File: src/rtl/sapfm_pkg.sv
// Shared types and constants for the set-associative page-to-frame map.
// Used by the controller, the datapath and the top level.
`default_nettype none

package sapfm_pkg;

    localparam int ROW_BITS_DEF          = 8;
    localparam int ENTRIES_PER_CHUNK_DEF = 4;
    localparam int CHUNKS_PER_ROW_DEF    = 2;

    localparam int OP_W    = 2;
    localparam int PAGE_W  = 32;
    localparam int FRAME_W = 16;

    localparam logic [OP_W-1:0] OP_GET    = 2'd0;
    localparam logic [OP_W-1:0] OP_PUT    = 2'd1;
    localparam logic [OP_W-1:0] OP_REMOVE = 2'd2;

    typedef struct packed {
        logic [OP_W-1:0]    operation;
        logic [PAGE_W-1:0]  page_id;
        logic [FRAME_W-1:0] frame_value;
    } in_word_t;

    typedef struct packed {
        logic               hit;
        logic [FRAME_W-1:0] frame_out;
        logic               full_res;
    } out_word_t;

    typedef enum logic [1:0] {
        ST_CLEAR,
        ST_IDLE,
        ST_LOOKUP
    } state_t;

    typedef struct packed {
        logic clr_we;
        logic accept;
        logic commit;
    } ctrl_cmd_t;

    typedef struct packed {
        logic clr_last;
        logic out_busy;
    } ctrl_sts_t;

endpackage

`default_nettype wire

File: src/rtl/sapfm_ctrl.sv
// Controller for the page-to-frame map: clearing pass, accept, lookup.
// Depends on sapfm_pkg.
`default_nettype none

module sapfm_ctrl (
    input  wire logic                  clk,
    input  wire logic                  rst_n,
    input  wire logic                  in_valid,
    output logic                       in_ready,
    input  wire sapfm_pkg::ctrl_sts_t  sts,
    output sapfm_pkg::ctrl_cmd_t       cmd
);
    import sapfm_pkg::*;

    state_t state_reg;
    state_t state_next;

    always_ff @(posedge clk or negedge rst_n)
    begin
        if (!rst_n)
        begin
            state_reg <= ST_CLEAR;
        end
        else
        begin
            state_reg <= state_next;
        end
    end

    always_comb
    begin
        state_next = state_reg;
        cmd        = '0;
        in_ready   = 1'b0;
        unique case (state_reg)
            ST_CLEAR:
            begin
                cmd.clr_we = 1'b1;
                if (sts.clr_last)
                begin
                    state_next = ST_IDLE;
                end
            end
            ST_IDLE:
            begin
                in_ready = 1'b1;
                if (in_valid)
                begin
                    cmd.accept = 1'b1;
                    state_next = ST_LOOKUP;
                end
            end
            ST_LOOKUP:
            begin
                if (!sts.out_busy)
                begin
                    cmd.commit = 1'b1;
                    state_next = ST_IDLE;
                end
            end
            default:
            begin
                state_next = ST_CLEAR;
            end
        endcase
    end

endmodule

`default_nettype wire

File: config.mk
export PLATFORM = sky130hd
export DESIGN_NAME = sapfm_ctrl
export DESIGN_NICKNAME = d
export VERILOG_FILES = /design/src/rtl/sapfm_pkg.sv /design/src/rtl/sapfm_ctrl.sv
export SDC_FILE = /design/constraint.sdc
export NUM_CORES = 1
export LEC_CHECK = 0
export BUFFER_PORTS_ARGS = -buffer_cell sky130_fd_sc_hd__buf_2
export CELL_PAD_IN_SITES_DETAIL_PLACEMENT = 0
export CELL_PAD_IN_SITES_GLOBAL_PLACEMENT = 1
export CORE_AREA = 2 2 39 41
export CTS_CLUSTER_DIAMETER = 40
export DETAILED_ROUTE_END_ITERATION = 12
export DIE_AREA = 0 0 41 43
export GPL_TIMING_DRIVEN = 0
export PLACE_DENSITY = 0.36
export SKIP_CTS_REPAIR_TIMING = 1
export SYNTH_ARGS = -nofsm -noshare
export SYNTH_HDL_FRONTEND = slang
export SYNTH_SLANG_ARGS = --single-unit
File: constraint.sdc
create_clock -name clk -period 0.96 [get_ports clk]
set_input_delay 0.048 -clock clk [delete_from_list [all_inputs] [get_ports clk]]
set_output_delay 0.048 -clock clk [all_outputs]
set_load 0.01 [all_outputs]
==> run summary <==
The tools report the initial antenna violation count as 0. Biggest area consumer among synthesized cells: sky130_fd_sc_hd__dfrtp_1. The worst slack at placement was -0.0122 ns.

The logs give 14 for the number of placement rows and 0.000949 V for the highest ir drop seen on vdd. The congestion estimate from routability-driven global placement came to 0.522. The proportion of power drawn by flip-flops and latches was 0.269; the mean instance size in the synthesized netlist was 9.38 um2. Before antenna repair, the detailed router went through 4 iterations. Worst flop-to-flop path startpoint: state_reg[1]. Setup repair after global routing could not meet its margin everywhere. The run gives 737 uW as the total chip power. The number of buffers added on ports works out to 8. The run gives 1 as the total number of H-tree levels. The maximum clock insertion buffer count was 2. The worst setup margin is -0.106 ns, and the total number of vias is 143. The fraction of registers with async set or reset after synthesis was 1.00; the count of maximum capacitance violations was 0.

The clock input transition at the sequential cells of the worst setup and hold paths was 0.03 ns. For the utilization after layout, the log shows 0.176. Counting flops and latches in the post-synthesis netlist gives 2. The first global-routing pass estimated 462 um of wire.

Share of layout cells above drive strength 1: 0.654. In this run the cell area of the synthesized design comes to 113 um2. For the share of the yosys chip area belonging to registers, the log shows 0.444.

The run gives 0.0452 as the aggregate global-route resource usage. The number of cells on the worst reg-to-reg path is 2. The total overflow reported by the global router was 0; the total routed wirelength was 366 um. At the worst endpoint, the arrival time is 1.02 ns.

For this design the ratio of total power to cell area is 3020 nW/um2. The number of enable-type register cells in the synthesized netlist is 0, and the die extent in y is 43 um. For the pin with the worst max-slew slack, the measured transition is 0.149 ns.

The tree is rooted in a sky130_fd_sc_hd__clkbuf_4. Summed over all nets, the switching power comes to 255 uW. The maximum operating frequency was 938 MHz; the biggest fanout along the worst timing path was 6. In the synthesized netlist, the number of instances is 12. 9 I/O pins were placed. Required time of the worst setup path: 0.91 ns. Synthesis instantiated 8 different standard cells from the library. The worst hold path passes through 3 cells.

From synthesis to final layout, the design area changed by 117%. The area of all placed cells without fillers is 244 um2, and the count of pins over their slew limit is 0. The tools report the net count after synthesis as 17. The run finished, with violations left. The run gives 4 as the number of failing setup endpoints in the final timing report. The startpoint of the lowest-slack hold path is sts[0]. Detailed placement ended at an HPWL of 239 um.

In the synthesized netlist, the cells that appear most often are sky130_fd_sc_hd__nor2b_1, sky130_fd_sc_hd__dfrtp_1. The fraction of power consumed by combinational cells is 0.482. By startpoint and endpoint, the worst setup path is classified as reg2out. The most critical setup path has its startpoint at state_reg[1].

The tools report the kind of capture point of the worst setup path as an output pin. The post-layout net count was 33; the average routed wire per standard cell was 8.71 um. The share of total power in the clock network was 0.249. In this run the remaining antenna-violating nets after routing total 0. The relative max-transition margin is 0.900. The leakage power was 0.113 nW; the switching power as a share of total power was 0.346. The region available for standard cell placement spans 1380 um2. The flip-flop count of the largest register, all copies and words added works out to 2. In the post-synthesis netlist, the cell with the most instances is sky130_fd_sc_hd__nor2b_1. The share of the clock period used by the worst path after layout is 1.11. The most used flip-flop cell after synthesis is sky130_fd_sc_hd__dfrtp_1. The number of global-route vias before repair came out at 107.

The area share of the largest cell type after synthesis is 0.444, and the cell area after placement is 173 um2. In this run, the number of DRC markers left after iteration 0 of detailed routing was 3. The width of the die was 41 um. Using the TritonRoute via totals, the vias-per-cell ratio works out to 3.40. The starting utilization of the core area is 0.0814. The largest net degree at the start of global routing came out at 8. The worst hold path belongs to the class in2reg. The floorplan step defined a die boundary enclosing 1760 um2. The post-route DRC violation count is 0.

The logs give 0.00385 ns for the setup skew after layout and 0 for the Yosys warning count. The checks that failed: negative setup slack. The internal power of the cells totals 482 uW. 0 antenna diodes ended up in the layout. The worst setup path is launched from a flop. TritonCTS built the clock tree. The clock latency at the later pin of the worst-skew pair is 0.22 ns, and the hold violation total from the final report is 0. Yosys attributes the largest share of cell area to sky130_fd_sc_hd__dfrtp_1, sky130_fd_sc_hd__nor2b_1, sky130_fd_sc_hd__and3b_1.

In this run, CTS created clock tree buffers numbering 3. The final critical delay including setup and external delays was 1.07 ns. The tree built by TritonCTS fans out to 2 sinks.
## worst paths after layout
| kind | slack, ns | end |
|---|---|---|
| hold reg to reg | 0.59 | state_reg[1] |
| min in group asynchronous | 0.14 | state_reg[1] |
| setup / recovery | -0.11 | in_ready |
| hold / removal | 0.11 | state_reg[1] |
| max in group asynchronous | 0.71 | state_reg[0] |
| setup reg to reg | 0.01 | state_reg[0] |
## cell families after synthesis
family,Yosys count,share of synthesized area
simple gates,7,0.367
compound gates,3,0.189
flops,2,0.444
## cells in the final DEF, fill, tap and decap left out
cell	netlist	final
sky130_fd_sc_hd__and3b_1	1	1
sky130_fd_sc_hd__nor2_1	1	1
sky130_fd_sc_hd__o21ai_0	1	1
sky130_fd_sc_hd__nand2_1	1	1
sky130_fd_sc_hd__nor2b_1	4	2
sky130_fd_sc_hd__buf_2	0	7
sky130_fd_sc_hd__o31a_1	1	1
sky130_fd_sc_hd__clkbuf_4	0	3
sky130_fd_sc_hd__o21bai_1	1	1
sky130_fd_sc_hd__nor2b_4	0	2
sky130_fd_sc_hd__dlygate4sd3_1	0	1
sky130_fd_sc_hd__buf_4	0	2
sky130_fd_sc_hd__dfrtp_2	0	2
sky130_fd_sc_hd__buf_6	0	1
## stage by stage
step | hold slack (ns) | std cells | TNS, ns
2_1_floorplan | -0.248 | 12 | 0
3_3_place_gp | -0.167 | 36 | -0.0146
3_5_place_dp | -0.163 | 36 | -0.0122
4_1_cts | -0.403 | 39 | -0.359
5_1_grt | 0.116 | 42 | -0.628
6_report | 0.108 | 42 | -0.390
## power by group through the flow
stage          logic (mW)  clock network, mW  registers (mW)
3_3_place_gp        0.247                  0           0.186
2_1_floorplan       0.153                  0           0.174
5_1_grt             0.392              0.202           0.210
3_5_place_dp        0.246                  0           0.187
4_1_cts             0.247              0.194           0.186
6_report            0.355              0.183           0.198
## final cells by class
class	count	area (um2)
clock buffer	3	22.5
sequential	2	52.6
multi-input combinational	10	77.6
tap	16	20.0
fill	151	1140
timing repair buffer	11	71.3
## metal layers
| metal | routed length, um | GRT usage | up-vias | share of wire |
|---|---|---|---|---|
| met5 | 0 | 0 | - | 0 |
| met4 | 0 | 0.0400 | 0 | 0 |
| met3 | 70 | 0.0524 | 0 | 0.19 |
| met2 | 132 | 0.0313 | 11 | 0.36 |
| met1 | 164 | 0.0613 | 63 | 0.45 |
| li1 | - | - | 69 | - |
## worst max-delay path, cell delays in order, from the launching register on
cell and delay, ns:
sky130_fd_sc_hd__dfrtp_2 0.42, sky130_fd_sc_hd__buf_4 0.14, sky130_fd_sc_hd__nor2b_1 0.10, sky130_fd_sc_hd__buf_2 0.13
Note: power is estimated with default switching activity, not from simulation.
